<file path="src/sv/nbts_pkg.sv">
// Shared widths, codes, register map and the speed clamp of the blob tracker.
`default_nettype none
package nbts_pkg;

    // Field widths.
    localparam int X_W     = 14;
    localparam int Y_W     = 11;
    localparam int COL_W   = 10;
    localparam int ROW_W   = 7;
    localparam int SPD_W   = 12;
    localparam int ERR_W   = 11;
    localparam int DIST_W  = 11;
    localparam int BASE_W  = 10;
    localparam int GAIN_W  = 8;
    localparam int GI_W    = $clog2(GAIN_W);

    // Stream and register port widths.
    localparam int IN_TDATA_W  = 32;
    localparam int OUT_TDATA_W = 56;
    localparam int ADDR_W      = 5;
    localparam int IDX_W       = 3;
    localparam int APB_W       = 32;

    // Speed arithmetic: magnitude of base*100 +/- gain*error, and the remainder by 100.
    localparam int NUM_W       = 19;
    localparam int REM_W       = 7;
    localparam int GAIN_SCALE  = 100;
    localparam int SPEED_LIM   = 2048;

    localparam logic [COL_W-1:0]  COL_MAX  = 10'd1023;
    localparam logic [ROW_W-1:0]  ROW_MAX  = 7'd127;
    localparam logic [DIST_W-1:0] DIST_MAX = 11'd2047;
    localparam logic [SPD_W-1:0]  SPD_POS_MAX = 12'h7FF;
    localparam logic [SPD_W-1:0]  SPD_NEG_MAX = 12'h800;

    // Item kinds carried in tuser.
    localparam logic ACT_BLOB = 1'b0;
    localparam logic ACT_EOF  = 1'b1;

    // Register indexes.
    localparam logic [IDX_W-1:0] REG_BASE_SPEED   = 3'd0;
    localparam logic [IDX_W-1:0] REG_GAIN         = 3'd1;
    localparam logic [IDX_W-1:0] REG_CENTER_COL   = 3'd2;
    localparam logic [IDX_W-1:0] REG_START_COL    = 3'd3;
    localparam logic [IDX_W-1:0] REG_START_ROW    = 3'd4;

    // Reset values.
    localparam logic [BASE_W-1:0] RST_BASE_SPEED = 10'd100;
    localparam logic [GAIN_W-1:0] RST_GAIN       = 8'd15;
    localparam logic [COL_W-1:0]  RST_CENTER_COL = 10'd320;
    localparam logic [COL_W-1:0]  RST_START_COL  = 10'd320;
    localparam logic [ROW_W-1:0]  RST_START_ROW  = 7'd45;

    // Turns a sign and magnitude into a clamped 12-bit two's complement speed.
    function automatic logic [SPD_W-1:0] sat_speed(input logic [NUM_W-1:0] mag,
                                                   input logic neg);
        logic [SPD_W-1:0] r;
        if (neg) begin
            if (mag >= NUM_W'(SPEED_LIM)) begin
                r = SPD_NEG_MAX;
            end else begin
                r = SPD_W'(~SPD_W'(mag) + SPD_W'(1));
            end
        end else begin
            if (mag > NUM_W'(SPEED_LIM - 1)) begin
                r = SPD_POS_MAX;
            end else begin
                r = SPD_W'(mag);
            end
        end
        return r;
    endfunction

endpackage
`default_nettype wire

</file>
<file path="src/sv/nearest_blob_track_steer.sv">
// Nearest-centroid line tracker with proportional steering, bit-serial datapath.
//
//  Channel     | Direction | Payload
//  ------------+-----------+---------------------------------------------------
//  s_axis      | in        | tdata: centroid_x, centroid_y; tuser: action
//  m_axis      | out       | tdata: steer_error .. line_row; tuser: line_found
//  APB         | in/out    | five control registers at 4*index
//
// A centroid is held from its transfer until its distance is compared, and no next one
// is taken before then. The squarer consumes one bit per cycle of the MW-bit multiplier,
// MW = max(10+FRAC_BITS, 14), for dx and dy; the root unit yields one bit per cycle.
// An end of frame runs the serial gain multiply, forms the numerators, runs the
// bit-serial divide by 100 and then loads the output register. That load waits while
// the previous result still sits in the output register, and the input stalls for as
// long as that wait lasts. Reset is synchronous; no clearing pass is needed.
`default_nettype none
module nearest_blob_track_steer #(
    parameter int FRAC_BITS = 4
) (
    input  wire logic                              i_clk,
    input  wire logic                              i_rst_n,
    // [13:0] centroid_x, [24:14] centroid_y
    input  wire logic [nbts_pkg::IN_TDATA_W-1:0]   s_axis_tdata,
    // [0] action
    input  wire logic                              s_axis_tuser,
    input  wire logic                              s_axis_tvalid,
    output logic                                   s_axis_tready,
    // [10:0] steer_error, [22:11] left_speed, [34:23] right_speed,
    // [44:35] line_column, [51:45] line_row
    output logic [nbts_pkg::OUT_TDATA_W-1:0]       m_axis_tdata,
    // [0] line_found
    output logic                                   m_axis_tuser,
    output logic                                   m_axis_tvalid,
    input  wire logic                              m_axis_tready,
    input  wire logic                              psel,
    input  wire logic                              penable,
    input  wire logic                              pwrite,
    input  wire logic [nbts_pkg::ADDR_W-1:0]       paddr,
    input  wire logic [nbts_pkg::APB_W-1:0]        pwdata,
    output logic [nbts_pkg::APB_W-1:0]             prdata,
    output logic                                   pready
);
    import nbts_pkg::*;

    localparam int MW    = (COL_W + FRAC_BITS > X_W) ? COL_W + FRAC_BITS : X_W;
    localparam int DW    = 2 * MW + 1;
    localparam int CNT_W = $clog2(DW + 1);

    localparam logic [2:0] S_IDLE = 3'd0;
    localparam logic [2:0] S_SQ   = 3'd1;
    localparam logic [2:0] S_ROOT = 3'd2;
    localparam logic [2:0] S_CMP  = 3'd3;
    localparam logic [2:0] S_MUL  = 3'd4;
    localparam logic [2:0] S_PREP = 3'd5;
    localparam logic [2:0] S_DIV  = 3'd6;
    localparam logic [2:0] S_OUT  = 3'd7;

    localparam logic [DW-1:0] BIT_INIT = DW'(1) << (2 * MW);

    logic [2:0]        r_state, n_state;
    logic [CNT_W-1:0]  r_cnt, n_cnt;
    logic              r_pass, n_pass;

    logic [BASE_W-1:0] r_base, n_base;
    logic [GAIN_W-1:0] r_gain, n_gain;
    logic [COL_W-1:0]  r_center, n_center;
    logic [COL_W-1:0]  r_start_col, n_start_col;
    logic [ROW_W-1:0]  r_start_row, n_start_row;

    logic [COL_W-1:0]  r_held_col, n_held_col;
    logic [ROW_W-1:0]  r_held_row, n_held_row;
    logic [COL_W-1:0]  r_cand_col, n_cand_col;
    logic [ROW_W-1:0]  r_cand_row, n_cand_row;
    logic [DIST_W-1:0] r_best, n_best;
    logic              r_seen, n_seen;

    logic [COL_W-1:0]  r_px, n_px;
    logic [ROW_W-1:0]  r_py, n_py;
    logic [MW-1:0]     r_dy, n_dy;
    logic [DW-1:0]     r_mcand, n_mcand;
    logic [MW-1:0]     r_mplier, n_mplier;
    logic [DW-1:0]     r_acc, n_acc;
    logic [DW-1:0]     r_rem, n_rem;
    logic [DW-1:0]     r_res, n_res;
    logic [DW-1:0]     r_bit, n_bit;

    logic              r_found, n_found;
    logic [ERR_W-1:0]  r_err, n_err;
    logic [NUM_W:0]    r_emc, n_emc;
    logic [NUM_W:0]    r_turn, n_turn;
    logic [NUM_W-1:0]  r_ql, n_ql;
    logic [NUM_W-1:0]  r_qr, n_qr;
    logic [REM_W-1:0]  r_reml, n_reml;
    logic [REM_W-1:0]  r_remr, n_remr;
    logic              r_sl, n_sl;
    logic              r_sr, n_sr;

    logic                   r_out_valid, n_out_valid;
    logic [OUT_TDATA_W-1:0] r_out_data, n_out_data;
    logic                   r_out_user, n_out_user;

    // Combinational helpers.
    logic [X_W-1:0]    w_cx;
    logic [Y_W-1:0]    w_cy;
    logic [MW:0]       w_dx_raw, w_dy_raw;
    logic [MW-1:0]     w_dx_mag, w_dy_mag;
    logic [X_W-1:0]    w_px_full;
    logic [Y_W-1:0]    w_py_full;
    logic [DW-1:0]     w_acc_sum;
    logic [DW-1:0]     w_trial;
    logic [DW-1:0]     w_root_sh;
    logic [DIST_W-1:0] w_dist;
    logic [COL_W-1:0]  w_new_col;
    logic [ERR_W-1:0]  w_err;
    logic [NUM_W:0]    w_base100, w_num_l, w_num_r;
    logic [REM_W:0]    w_try_l, w_try_r;
    logic              w_ge_l, w_ge_r;
    logic              w_wr;

    assign w_cx = s_axis_tdata[X_W-1:0];
    assign w_cy = s_axis_tdata[X_W +: Y_W];

    // Offsets of the centroid from the held position, in fraction units.
    assign w_dx_raw = ((MW + 1)'(r_held_col) << FRAC_BITS) - (MW + 1)'(w_cx);
    assign w_dy_raw = ((MW + 1)'(r_held_row) << FRAC_BITS) - (MW + 1)'(w_cy);
    assign w_dx_mag = w_dx_raw[MW] ? MW'(~w_dx_raw + (MW + 1)'(1)) : w_dx_raw[MW-1:0];
    assign w_dy_mag = w_dy_raw[MW] ? MW'(~w_dy_raw + (MW + 1)'(1)) : w_dy_raw[MW-1:0];

    assign w_px_full = w_cx >> FRAC_BITS;
    assign w_py_full = w_cy >> FRAC_BITS;

    assign w_acc_sum = r_mplier[0] ? r_acc + r_mcand : r_acc;
    assign w_trial   = r_res + r_bit;
    assign w_root_sh = r_res >> FRAC_BITS;
    assign w_dist    = (w_root_sh > DW'(DIST_MAX)) ? DIST_MAX : w_root_sh[DIST_W-1:0];

    assign w_new_col = r_seen ? r_cand_col : r_held_col;
    assign w_err     = ERR_W'(r_center) - ERR_W'(w_new_col);

    assign w_base100 = (NUM_W + 1)'(r_base) * (NUM_W + 1)'(GAIN_SCALE);
    assign w_num_l   = w_base100 - r_turn;
    assign w_num_r   = w_base100 + r_turn;

    // One quotient bit of the divide by 100 per cycle, for both wheels.
    assign w_try_l = {r_reml, r_ql[NUM_W-1]};
    assign w_try_r = {r_remr, r_qr[NUM_W-1]};
    assign w_ge_l  = w_try_l >= (REM_W + 1)'(GAIN_SCALE);
    assign w_ge_r  = w_try_r >= (REM_W + 1)'(GAIN_SCALE);

    assign w_wr = psel && penable && pwrite;

    always_comb begin
        n_state     = r_state;
        n_cnt       = r_cnt;
        n_pass      = r_pass;
        n_base      = r_base;
        n_gain      = r_gain;
        n_center    = r_center;
        n_start_col = r_start_col;
        n_start_row = r_start_row;
        n_held_col  = r_held_col;
        n_held_row  = r_held_row;
        n_cand_col  = r_cand_col;
        n_cand_row  = r_cand_row;
        n_best      = r_best;
        n_seen      = r_seen;
        n_px        = r_px;
        n_py        = r_py;
        n_dy        = r_dy;
        n_mcand     = r_mcand;
        n_mplier    = r_mplier;
        n_acc       = r_acc;
        n_rem       = r_rem;
        n_res       = r_res;
        n_bit       = r_bit;
        n_found     = r_found;
        n_err       = r_err;
        n_emc       = r_emc;
        n_turn      = r_turn;
        n_ql        = r_ql;
        n_qr        = r_qr;
        n_reml      = r_reml;
        n_remr      = r_remr;
        n_sl        = r_sl;
        n_sr        = r_sr;
        n_out_valid = r_out_valid;
        n_out_data  = r_out_data;
        n_out_user  = r_out_user;

        if (r_out_valid && m_axis_tready) begin
            n_out_valid = 1'b0;
        end

        case (r_state)
            S_IDLE: begin
                if (s_axis_tvalid) begin
                    if (s_axis_tuser == ACT_BLOB) begin
                        n_mcand  = DW'(w_dx_mag);
                        n_mplier = w_dx_mag;
                        n_dy     = w_dy_mag;
                        n_acc    = '0;
                        n_cnt    = '0;
                        n_pass   = 1'b0;
                        n_px     = (w_px_full > X_W'(COL_MAX)) ? COL_MAX
                                                               : w_px_full[COL_W-1:0];
                        n_py     = (w_py_full > Y_W'(ROW_MAX)) ? ROW_MAX
                                                               : w_py_full[ROW_W-1:0];
                        n_state  = S_SQ;
                    end else begin
                        n_found = r_seen;
                        if (r_seen) begin
                            n_held_col = r_cand_col;
                            n_held_row = r_cand_row;
                        end
                        n_err      = w_err;
                        n_emc      = {{(NUM_W + 1 - ERR_W){w_err[ERR_W-1]}}, w_err};
                        n_turn     = '0;
                        n_cnt      = '0;
                        n_seen     = 1'b0;
                        n_best     = '0;
                        n_cand_col = '0;
                        n_cand_row = '0;
                        n_state    = S_MUL;
                    end
                end
            end
            S_SQ: begin
                // Shift-add squarer: dx*dx first, then dy*dy into the same sum.
                n_acc    = w_acc_sum;
                n_mcand  = r_mcand << 1;
                n_mplier = r_mplier >> 1;
                n_cnt    = r_cnt + CNT_W'(1);
                if (r_cnt == CNT_W'(MW - 1)) begin
                    n_cnt = '0;
                    if (!r_pass) begin
                        n_pass   = 1'b1;
                        n_mcand  = DW'(r_dy);
                        n_mplier = r_dy;
                    end else begin
                        n_rem   = w_acc_sum;
                        n_res   = '0;
                        n_bit   = BIT_INIT;
                        n_state = S_ROOT;
                    end
                end
            end
            S_ROOT: begin
                if (r_rem >= w_trial) begin
                    n_rem = r_rem - w_trial;
                    n_res = (r_res >> 1) + r_bit;
                end else begin
                    n_res = r_res >> 1;
                end
                n_bit = r_bit >> 2;
                n_cnt = r_cnt + CNT_W'(1);
                if (r_cnt == CNT_W'(MW)) begin
                    n_state = S_CMP;
                end
            end
            S_CMP: begin
                // Ties go to the later centroid.
                if (!r_seen || w_dist <= r_best) begin
                    n_best     = w_dist;
                    n_cand_col = r_px;
                    n_cand_row = r_py;
                    n_seen     = 1'b1;
                end
                n_state = S_IDLE;
            end
            S_MUL: begin
                if (r_gain[r_cnt[GI_W-1:0]]) begin
                    n_turn = r_turn + r_emc;
                end
                n_emc = r_emc << 1;
                n_cnt = r_cnt + CNT_W'(1);
                if (r_cnt == CNT_W'(GAIN_W - 1)) begin
                    n_state = S_PREP;
                end
            end
            S_PREP: begin
                n_sl    = w_num_l[NUM_W];
                n_sr    = w_num_r[NUM_W];
                n_ql    = w_num_l[NUM_W] ? NUM_W'(~w_num_l + (NUM_W + 1)'(1))
                                         : w_num_l[NUM_W-1:0];
                n_qr    = w_num_r[NUM_W] ? NUM_W'(~w_num_r + (NUM_W + 1)'(1))
                                         : w_num_r[NUM_W-1:0];
                n_reml  = '0;
                n_remr  = '0;
                n_cnt   = '0;
                n_state = S_DIV;
            end
            S_DIV: begin
                n_reml = w_ge_l ? REM_W'(w_try_l - (REM_W + 1)'(GAIN_SCALE))
                                : w_try_l[REM_W-1:0];
                n_remr = w_ge_r ? REM_W'(w_try_r - (REM_W + 1)'(GAIN_SCALE))
                                : w_try_r[REM_W-1:0];
                n_ql   = {r_ql[NUM_W-2:0], w_ge_l};
                n_qr   = {r_qr[NUM_W-2:0], w_ge_r};
                n_cnt  = r_cnt + CNT_W'(1);
                if (r_cnt == CNT_W'(NUM_W - 1)) begin
                    n_state = S_OUT;
                end
            end
            S_OUT: begin
                if (!r_out_valid || m_axis_tready) begin
                    n_out_valid = 1'b1;
                    // The right wheel runs mirrored, so its sign is flipped.
                    n_out_data  = OUT_TDATA_W'({r_held_row, r_held_col,
                                                sat_speed(r_qr, !r_sr),
                                                sat_speed(r_ql, r_sl),
                                                r_err});
                    n_out_user  = r_found;
                    n_state     = S_IDLE;
                end
            end
            default: begin
                n_state = S_IDLE;
            end
        endcase

        if (w_wr) begin
            case (paddr[ADDR_W-1:2])
                REG_BASE_SPEED: n_base   = pwdata[BASE_W-1:0];
                REG_GAIN:       n_gain   = pwdata[GAIN_W-1:0];
                REG_CENTER_COL: n_center = pwdata[COL_W-1:0];
                REG_START_COL: begin
                    n_start_col = pwdata[COL_W-1:0];
                    n_held_col  = pwdata[COL_W-1:0];
                end
                REG_START_ROW: begin
                    n_start_row = pwdata[ROW_W-1:0];
                    n_held_row  = pwdata[ROW_W-1:0];
                end
                default: begin
                end
            endcase
        end
    end

    always_ff @(posedge i_clk) begin
        if (!i_rst_n) begin
            r_state     <= S_IDLE;
            r_cnt       <= '0;
            r_pass      <= 1'b0;
            r_base      <= RST_BASE_SPEED;
            r_gain      <= RST_GAIN;
            r_center    <= RST_CENTER_COL;
            r_start_col <= RST_START_COL;
            r_start_row <= RST_START_ROW;
            r_held_col  <= RST_START_COL;
            r_held_row  <= RST_START_ROW;
            r_cand_col  <= '0;
            r_cand_row  <= '0;
            r_best      <= '0;
            r_seen      <= 1'b0;
            r_out_valid <= 1'b0;
        end else begin
            r_state     <= n_state;
            r_cnt       <= n_cnt;
            r_pass      <= n_pass;
            r_base      <= n_base;
            r_gain      <= n_gain;
            r_center    <= n_center;
            r_start_col <= n_start_col;
            r_start_row <= n_start_row;
            r_held_col  <= n_held_col;
            r_held_row  <= n_held_row;
            r_cand_col  <= n_cand_col;
            r_cand_row  <= n_cand_row;
            r_best      <= n_best;
            r_seen      <= n_seen;
            r_out_valid <= n_out_valid;
        end
    end

    always_ff @(posedge i_clk) begin
        r_px       <= n_px;
        r_py       <= n_py;
        r_dy       <= n_dy;
        r_mcand    <= n_mcand;
        r_mplier   <= n_mplier;
        r_acc      <= n_acc;
        r_rem      <= n_rem;
        r_res      <= n_res;
        r_bit      <= n_bit;
        r_found    <= n_found;
        r_err      <= n_err;
        r_emc      <= n_emc;
        r_turn     <= n_turn;
        r_ql       <= n_ql;
        r_qr       <= n_qr;
        r_reml     <= n_reml;
        r_remr     <= n_remr;
        r_sl       <= n_sl;
        r_sr       <= n_sr;
        r_out_data <= n_out_data;
        r_out_user <= n_out_user;
    end

    always_comb begin
        case (paddr[ADDR_W-1:2])
            REG_BASE_SPEED: prdata = APB_W'(r_base);
            REG_GAIN:       prdata = APB_W'(r_gain);
            REG_CENTER_COL: prdata = APB_W'(r_center);
            REG_START_COL:  prdata = APB_W'(r_start_col);
            REG_START_ROW:  prdata = APB_W'(r_start_row);
            default:        prdata = '0;
        endcase
    end

    assign pready        = 1'b1;
    assign s_axis_tready = (r_state == S_IDLE);
    assign m_axis_tvalid = r_out_valid;
    assign m_axis_tdata  = r_out_data;
    assign m_axis_tuser  = r_out_user;

endmodule
`default_nettype wire
</file>
<file path="config.mk">
export PLATFORM = sky130hd
export DESIGN_NAME = nearest_blob_track_steer
export DESIGN_NICKNAME = d
export VERILOG_FILES = /design/src/sv/nbts_pkg.sv /design/src/sv/nearest_blob_track_steer.sv
export SDC_FILE = /design/constraint.sdc
export NUM_CORES = 1
export LEC_CHECK = 0
export BUFFER_PORTS_ARGS = -buffer_cell sky130_fd_sc_hd__buf_4
export CAP_MARGIN = 20
export CORE_MARGIN = 10
export CORE_UTILIZATION = 67
export CTS_BUF_LIST = sky130_fd_sc_hd__clkbuf_16
export DETAILED_ROUTE_END_ITERATION = 8
export HOLD_SLACK_MARGIN = 0.08
export PLACE_DENSITY = 0.91
export SETUP_SLACK_MARGIN = 0.05
export SLEW_MARGIN = 20
export SYNTH_ARGS = -nofsm -noshare
export SYNTH_HDL_FRONTEND = slang
export SYNTH_SLANG_ARGS = --single-unit
</file>
<file path="constraint.sdc">
create_clock -name i_clk -period 21.8 [get_ports i_clk]
set_input_delay 1.09 -clock i_clk [delete_from_list [all_inputs] [get_ports i_clk]]
set_output_delay 1.09 -clock i_clk [all_outputs]
set_load 0.03 [all_outputs]
</file>
**After elaboration in Yosys (flattened, before gate mapping)**

Cells that the tools add are included.

- Add/subtract/negate cells: 19
- $mul: 1
- Order comparisons: 12
- Equality and inequality tests: 27
- Multiplexer cells: 99
- Bitwise operators: 7
- Reductions and logical operators: 33

Operator list:

| kind | number |
|---|---|
| 29-bit two-way mux | 15 |
| 29-bit case mux with 2 select lines | 5 |
| 20-bit two-way mux | 5 |
| 10-bit two-way mux | 9 |
| 14-bit two-way mux | 6 |
| 20-bit case mux with 2 select lines | 2 |
| 7-bit two-way mux | 11 |
| 19-bit case mux with 2 select lines | 2 |
| 12-bit two-way mux | 6 |
| 29-bit adder | 2 |
| 10-bit case mux with 5 select lines | 1 |
| 11-bit two-way mux | 4 |
| 7-bit case mux with 2 select lines | 3 |
| 19-bit by 1-bit adder with 19-bit output, second input constant | 2 |
| 19-bit by 12-bit greater-or-equal comparator with 1-bit output, second input constant | 2 |
| 19-bit by 11-bit greater-than comparator with 1-bit output, second input constant | 2 |
| 19-bit two-way mux | 2 |
| 19-bit NOT | 2 |
| 28-bit by 29-bit adder with 29-bit output | 1 |
| 29-bit greater-or-equal comparator | 1 |
| 29-bit subtractor | 1 |
| 14-bit by 1-bit adder with 14-bit output, second input constant | 2 |
| 14-bit NOT | 2 |
| 14-bit case mux with 2 select lines | 1 |
| other kinds (45) | 109 |

- Register bits: 450
- Input bits: 77
- Word-level logic and storage cells: 234

**Longest topological paths before layout**

Gate-level depths: netlist (run 1).

- Word-level depth: 7
- Gate-level depth with buffers: 25
- Mapped depth without buffers: 24

**Worst setup path after synthesis (run 1)**

Ideal clock, no wire load.

- Kind: in2reg
- Start point: in s_axis_tvalid
- End point: reg r_acc[0] (enable)
- Arrival: 12.537 ns
- Data required time: 20.907 ns
- Slack: 8.370 ns
- Stages on the path: 2
- Path through: nor4_1 > a2111oi_0

- Word-level cells in the longest chain between the ends: 2

Ends and longest elaborated chain:

| element | line | source |
|---|---|---|
| start: declaration | nearest_blob_track_steer.sv:26 | `input wire logic s_axis_tvalid,` |
| 2-bit inequality test (no line) | n/a |  |
| 3-bit AND reduction (no line) | n/a |  |
| end signal: assignment | nearest_blob_track_steer.sv:382 | `r_acc <= n_acc;` |
| end: declaration | nearest_blob_track_steer.sv:82 | `logic [DW-1:0] r_acc, n_acc;` |

No other way between the ends.
A chain may end at the register's enable or synchronous reset.

**Worst setup path in the final report (run 1)**

- Start point: reg r_base[2]
- End point: reg r_ql[2], data pin

- Word-level cells in the longest chain between the ends: 4

Ends and longest elaborated chain:

| element | line | source |
|---|---|---|
| start: declaration | nearest_blob_track_steer.sv:64 | `logic [BASE_W-1:0] r_base, n_base;` |
| start signal: assignment | nearest_blob_track_steer.sv:361 | `r_base <= n_base;` |
| 10-bit by 5-bit multiplier with 15-bit output | nearest_blob_track_steer.sv:140 | `assign w_base100 = (NUM_W + 1)'(r_base) * (NUM_W + 1)'(GAIN_SCALE);` |
| 17-bit by 20-bit subtractor with 20-bit output | nearest_blob_track_steer.sv:141 | `assign w_num_l = w_base100 - r_turn;` |
| net w_num_l[19] | nearest_blob_track_steer.sv:115 | `logic [NUM_W:0] w_base100, w_num_l, w_num_r;` |
| 19-bit two-way mux | nearest_blob_track_steer.sv:283 | `n_ql = w_num_l[NUM_W] ? NUM_W'(~w_num_l + (NUM_W + 1)'(1))` |
| 19-bit case mux with 2 select lines | nearest_blob_track_steer.sv:194 | `case (r_state)` |
| net n_ql[2] | nearest_blob_track_steer.sv:91 | `logic [NUM_W-1:0] r_ql, n_ql;` |
| end signal: assignment | nearest_blob_track_steer.sv:390 | `r_ql <= n_ql;` |
| end: declaration | nearest_blob_track_steer.sv:91 |  |

The timed path passes the listed nets, and every way through them passes these cells.

==> results.md, run 1 <==
* Post-Synthesis Cells at 3,127
* Register area at 0.0121 mm^2
* Gr usage total at roughly 28%
* Gates resized, CTS repair at 0
* Peak supply drop at between 80 and 90 uV
* CTS Buffer Depth at 3
* Main combinational cell family by area after synthesis: compound AO/OA/AOI/OAI gates
* P_sw at approximately 1.9 mW
* Post-Synth Adder-Cell Area at between 10% and 20%
* CTS H-tree lvls at 2
* Metal3 WL at 6.26 mm
* Latest clock arrival within the worst-skew pair at 610 ps
* Reg clk slew, reported paths at 60 ps
* Power per cell area at between 100 and 150 mW/mm^2
* FP Rows at 77
* Nets at 3,473
* Die Height at 230 um
* Register area share after synthesis at 40.7%
* Via count at 24,531
* Mux share of post-synthesis cell area at 3.20%
* Final Hold Viols at 0
* Worst-Margin Slew at 1040 ps
* Most common cell after layout, fill and taps aside: edfxtp_1
* Wire per inst at approximately 20 um
* DIE AREA at 0.0531 mm^2
* Fmax at 0.151 GHz
* Root buffer cell: clkbuf_16
* Routed WL at around 76 mm
* DRC Markers at 0
* Int Pwr at 2.56 mW
* Number of global-route vias before repair at 23,935
* Share of cells above drive strength 1 at 9.50%
* Critical path class: reg -> reg
* Simple-gate share of the synthesized area at 16.7%
* Area Overhead vs Synth at 8.98%
* Lkg Pwr at 12.9 nW
* Starting Density at 67.4%
* Total clock sinks at ~440
* CTS Hold Buffers Added at 0
* Max layer used: met5
* Final Cycle Share at 30.4%
* TritonCTS clock tree: yes
* Syn Std Cell Area at 0.0297 mm^2
* Worst Path Required at about 22,000 ps
* Setup repair after global routing missed its margin: false
* Post-DR vias/cell at 6.47
* Setup crit end kind: flip-flop
* Clock Skews at 29.8 ps
* Asr flop ratio synth at 0%
* Initial antenna violation count at 1
* Antenna Cells at 0
* Clock Power Share at a little under a fifth
* Worst rel slew slack at 30.2%
* IO Pins at 169
* Slew Limit Fails at 0
* Fillers at 2,958
* Detail Route Antenna Nets at 0
* Status: finished, final reports clean
* Combinational share of power at 50.8%
* Xor/xnor share of the synthesized area at 6.14%
* Most frequent cells in the layout: 335 x edfxtp_1, 287 x nand2_1, 261 x nor2_1
* Main flop type after synthesis: edfxtp_1
* Post-CTS Setup Inserts at 0
* Initial DRC Count at 2,471
* Period minus WS final at ~6600 ps
* Seq pwr share at between 30% and 40%
* Core area at 0.0440 mm^2
* Total Neg Setup Slack at 0 ps
* Post-layout util at 73.4%
* GP Congestion at 0.933
* Largest net degree at the start of global routing at 74
* HPWL Detailed at 54.5 mm
* Setup Viol. Count Final at 0
* Critical Path Source Type: flip-flop
* Global-route wire length before repair at 123 mm
* Synth Area in Compound Gates at 18.5%
* Met2 wire length at 36.6 mm
* Post-synth EDFFs at 335
* Critical path arrival at 6970 ps
* Die Wd at 230 um
* Synth Area per Inst at between 9 and 10 um^2
* Yosys cell types at ~110
* Multi-input combinational cell area at 0.0163 mm^2
* Flop2flop setup slack at around 15,000 ps
* Port bufs at 110
* # Max-Cap Violations at 0
* #FFs+latches synth at 436
* Sw Ratio at ~42%
* Drt first pass iters at 6
* Hold WC Path Type: reg -> reg
* Synth warnings at 0
* Crit Path Max Fanout at 17
* GRT overflow at 0
* WL met1 at 31.2 mm
* CTS Buf Count at 46
[routing by layer]
metal / track usage [%] / up-vias
met5: 0 / -
met4: 9.41 / 2
met3: 4.73 / 183
met2: 46.4 / 1223
met1: 36.1 / 11685
li1: - / 11438
[path summary, 6_finish.rpt]
check,startpoint,cells past startpoint,end
hold / removal,r_err[10]$_DFFE_PP_,0,m_axis_tdata[10]$_DFFE_PP_
setup reg to reg,r_base[2]$_SDFFE_PN1P_,22,r_ql[2]$_DFFE_PP_
hold reg to reg,r_err[10]$_DFFE_PP_,0,m_axis_tdata[10]$_DFFE_PP_
setup / recovery,r_base[2]$_SDFFE_PN1P_,22,r_ql[2]$_DFFE_PP_
[final cells by class]
class                      instances  share of cell area [%]
clock buffer                      49                    3.79
clock inverter                    34                    1.00
inverter                         166                    1.93
multi-input combinational       2382                    50.6
sequential                       436                    37.4
tap                              592                    2.29
timing repair buffer             132                    3.06
[power by group through the flow]
stage	Clock (mW)	Sequential (mW)	Combinational [mW]
after global placement	0	1.37	2.07
after global routing	0.846	1.38	2.47
final	0.812	1.37	2.25
after floorplan	0	1.33	1.73
after detailed placement	0	1.38	2.17
after CTS	0.817	1.36	2.21
[worst max-delay path: stages, from the launching register on]
cell,delay (ps)
dfxtp_1,530
ha_1,310
ha_1,330
fa_1,470
ha_1,350
nor2b_1,140
o21ai_0,190
a21boi_0,150
o21ai_0,210
a21boi_0,140
o21ai_0,270
a21boi_0,200
or4b_2,670
nand3_1,160
ha_1,340
and3_1,240
a311oi_2,340
nor3_2,110
xor2_2,590
inv_2,110
nor2_1,150
xnor2_1,90
mux2_2,270
[Yosys cell counts, types with 11 or more instances]
cell type    n  area [um^2]
nor4_1      18          113
nand4_1     19          119
or2_2       21          131
ha_1       222         2780
o21bai_1    33          248
o21ai_0    146          731
nor3_1      67          335
nand3_1     54          270
dfxtp_1    101         2020
a21boi_0    52          390
and2_1      18          113
a22oi_1     36          270
nor2_1     261          980
a31oi_1     45          282
xor2_1      86          753
buf_4       29          218
edfxtp_1   335        10100
and3_1      60          375
nor2b_1     55          344
mux2i_1     77          771
nand2b_1    24          150
nand2_1    287         1080
or3_1       41          257
a211oi_1    20          150
buf_2       17         85.1
o31ai_1     19          143
a21oi_1    213         1070
inv_1      162          608
a22o_1      29          254
nor3b_1     11         82.6
clkbuf_1   112          420
a211o_1     12          105
o21a_1      32          240
a21o_1      48          360
xnor2_1    120         1050
o211ai_1    22          165
o21ai_1     13         65.1
[flip-flops by register name, indices dropped and copies added, names as in the netlist, 11 cells and up]
name	cells
m_axis_tdata	52
r_acc	29
r_best	11
r_bit	15
r_dy	14
r_emc	20
r_err	11
r_mcand	29
r_mplier	14
r_ql	19
r_qr	19
r_rem	29
r_res	29
r_turn	20
[logic make-up after synthesis]
| group | after synthesis |
|---|---|
| compound gates | 828 |
| xor+xnor | 207 |
| fa+ha+maj | 232 |
| buf+inv | 336 |
| flops | 436 |
| mux | 90 |
| other cells | 2 |
| simple gates | 996 |
[per-stage QoR]
step / instance area [um^2] / power [mW] / cells / worst slack, ps / hold slack (ps)
5_1_grt: 32300 / 4.70 / 3791 / 14650 / 437
3_5_place_dp: 30800 / 3.55 / 3708 / 15350 / 406
3_3_place_gp: 30800 / 3.44 / 3708 / 15510 / 407
6_report: 32300 / 4.43 / 3791 / 15170 / 418
2_1_floorplan: 29800 / 3.06 / 3154 / 8370 / 400
4_1_cts: 32300 / 4.39 / 3791 / 15230 / 421
Power figures use the tool's default switching activity.
==> run 2, diff against run 1 <==
--- a/config.mk
+++ b/config.mk
@@ -8,11 +8,11 @@
 export BUFFER_PORTS_ARGS = -buffer_cell sky130_fd_sc_hd__buf_4
 export CAP_MARGIN = 20
 export CORE_MARGIN = 10
-export CORE_UTILIZATION = 67
+export CORE_UTILIZATION = 57
 export CTS_BUF_LIST = sky130_fd_sc_hd__clkbuf_16
 export DETAILED_ROUTE_END_ITERATION = 8
 export HOLD_SLACK_MARGIN = 0.08
-export PLACE_DENSITY = 0.91
+export PLACE_DENSITY = 0.83
 export SETUP_SLACK_MARGIN = 0.05
 export SLEW_MARGIN = 20
 export SYNTH_ARGS = -nofsm -noshare
==> constraint.sdc (replaced) <==
create_clock -name i_clk -period 5.62 [get_ports i_clk]
set_input_delay 0.281 -clock i_clk [delete_from_list [all_inputs] [get_ports i_clk]]
set_output_delay 0.281 -clock i_clk [all_outputs]
set_load 0.03 [all_outputs]
==> run 2 against run 1 <==
- critical path depth grew 1
- sequential share of layout area shrank 1.3 points
- critical path type unchanged
- design area grew 3.5%
- register-to-register slack lost 15000 ps
- final cell count grew 4.7%
- utilization shrank 8.3 points
- largest power group unchanged
- sequential power grew to 3.9 times the previous value
- largest cell class unchanged
==> results.md, run 2 (synthesis gave the netlist of run 1 again) <==
* Status: finished, final reports clean (unchanged)
* Initial antenna violation count at 2 (was 1)
* Period minus WS final at 5270 ps (was 6630 ps)
* DRC Markers at 0 (unchanged)
* Final Hold Viols at 0 (unchanged)
* Fillers at 3,926 (was 2,958)
* Largest net degree at the start of global routing at 74 (unchanged)
* Latest clock arrival within the worst-skew pair at 620 ps (was 610 ps)
* CTS Buffer Depth at 3 (unchanged)
* Die Wd at 248 um (was 230 um)
* Initial DRC Count at 2,383 (was 2,471)
* Nets at 3,557 (was 3,473)
* GRT overflow at 0 (unchanged)
* Wire per inst at 20.1 um (was 20.2 um)
* Drt first pass iters at 6 (unchanged)
* IO Pins at 169 (unchanged)
* Slew Limit Fails at 0 (unchanged)
* Detail Route Antenna Nets at 0 (unchanged)
* GP Congestion at 0.940 (was 0.933)
* Peak supply drop at 298 uV (was 82.8 uV)
* Multi-input combinational cell area at 0.0165 mm^2 (was 0.0163 mm^2)
* Setup crit end kind: flip-flop (unchanged)
* Most frequent cells in the layout: 335 x edfxtp_1, 287 x nand2_1, 261 x nor2_1 (unchanged)
* Critical path class: reg -> reg (unchanged)
* Via count at 24,772 (was 24,531)
* Gr usage total at 25.3% (was 27.8%)
* TritonCTS clock tree: yes (unchanged)
* DIE AREA at 0.0616 mm^2 (was 0.0531 mm^2)
* Reg clk slew, reported paths at 60 ps (about the same)
* Crit Path Max Fanout at 11 (was 17)
* Critical path arrival at 5590 ps (was 6970 ps)
* Final non-filler cell area at 0.0335 mm^2 (was 0.0323 mm^2)
* Fmax at 0.190 GHz (was 0.151 GHz)
* Worst rel slew slack at 23.4% (was 30.2%)
* Power per cell area at 528 mW/mm^2 (was 137 mW/mm^2)
* Worst-Margin Slew at 1150 ps (was 1040 ps)
* Hold WC Path Type: in -> reg (was reg -> reg)
* Setup repair after global routing missed its margin: false (unchanged)
* Placed inst area at 0.0313 mm^2 (was 0.0308 mm^2)
* Port bufs at 110 (unchanged)
* Worst Path Required at 5930 ps (was 22,130 ps)
* Starting Density at 57.7% (was 67.4%)
* Final Cycle Share at 93.8% (was 30.4%)
* Final Hold Slack at 136 ps (was 418 ps)
* Share of cells above drive strength 1 at 11.7% (was 9.50%)
* Area Overhead vs Synth at 12.8% (was 8.98%)
* CTS H-tree lvls at 2 (unchanged)
* Number of global-route vias before repair at 24,220 (was 23,935)
* Most common cell after layout, fill and taps aside: edfxtp_1 (unchanged)
* # Max-Cap Violations at 0 (unchanged)
* Clock Skews at 30.8 ps (was 29.8 ps)
* Setup Viol. Count Final at 0 (unchanged)
* Critical Path Source Type: flip-flop (unchanged)
* Register area at 0.0121 mm^2 (about the same)
* Largest register FFs at 52 (unchanged)
* Total clock sinks at 436 (unchanged)
* Die Height at 248 um (was 230 um)
* Post-DR vias/cell at 6.24 (was 6.47)
* FP Rows at 83 (was 77)
* Lkg Pwr at 13.3 nW (was 12.9 nW)
* CTS Buf Count at 47 (was 46)
* Routed WL at 79.6 mm (was 76.4 mm)
* Core area at 0.0514 mm^2 (was 0.0440 mm^2)
* Root buffer cell: clkbuf_16 (unchanged)
* HPWL Detailed at 57.3 mm (was 54.5 mm)
* Global-route wire length before repair at 128 mm (was 123 mm)
==> run 2: cell count changes in the layout (fill, tap and decap cells not counted), sizes merged <==
cell         delta
clkbuf          +1
diode           +2
bufinv          +1
buf            +51
clkinvlp        -1
clkinv          +6
dlygate4sd3    +32
inv             -2
==> run 2: timing repair <==
item | CTS | global route
resized for setup | 8 | 18
setup buffers | 7 | 0
hold buffers | 32 | 0
pin swaps | 3 | 10
endpoints found under the setup margin | 37 | 37
endpoints found under the hold margin | 82 | 0
==> run 2: cell type report <==
type | instances | area share, %
multi-input combinational | 2382 | 49.4
timing repair buffer | 215 | 5.21
clock buffer | 50 | 3.74
sequential | 436 | 36.1
clock inverter | 38 | 1.12
tap | 680 | 2.54
antenna | 2 | 0.0150
inverter | 166 | 1.86
==> run 2: critical path, stage by stage (launching register included) <==
cell and delay [ps]:
dfxtp_2 340, ha_1 300, ha_1 320, fa_1 470
ha_1 320, nor2b_1 130, o21ai_1 170, a21boi_1 100
o21ai_1 200, a21boi_2 90, o21ai_2 140, a21boi_1 100
or4b_4 500, nand3_4 120, ha_4 220, and3_1 190
a311oi_2 270, nor3_2 120, xor2_4 190, buf_12 160
buf_4 140, a21oi_1 140, xnor2_1 130, o21ai_0 110
==> run 2: through the flow <==
| stage | total power, mW | worst slack (ps) | util (%) | std cells | setup TNS (ps) |
|---|---|---|---|---|---|
| final | 17.7 | 348 | 65.1 | 3969 | 0 |
| after global routing | 18.8 | 59.2 | 65.1 | 3969 | 0 |
| after CTS | 17.5 | 57.3 | 64.9 | 3967 | 0 |
| after detailed placement | 14.1 | -508 | 61.0 | 3840 | -7150 |
| after global placement | 13.7 | -344 | 61.0 | 3840 | -3180 |
| after floorplan | 11.8 | -604 | - | 3154 | -17520 |
==> run 2: where the power goes <==
| group | switching, mW | leakage [nW] | internal [mW] |
|---|---|---|---|
| Sequential | 0.650 | 3.93 | 4.71 |
| Combinational | 5.45 | 8.58 | 3.59 |
| Clock | 1.39 | 0.828 | 1.90 |
| Total | 7.49 | 13.3 | 10.2 |
==> run 2: worst paths after layout <==
path                          startpoint                         to  slack [ps]  cells after the start
setup reg to reg  r_base[2]$_SDFFE_PN1P_          r_ql[8]$_DFFE_PP_         350                     23
setup / recovery  r_base[2]$_SDFFE_PN1P_          r_ql[8]$_DFFE_PP_         350                     23
hold reg to reg       r_err[3]$_DFFE_PP_  m_axis_tdata[3]$_DFFE_PP_         420                      0
hold / removal                   i_rst_n     r_gain[0]$_SDFFE_PN1P_         140                      2
==> run 2: layer usage <==
layer  global-route usage [%]  routed length (um)
met5                        0                   0
met4                     9.84                2900
met3                     3.67                6030
met2                     41.5               37200
met1                     33.4               33500
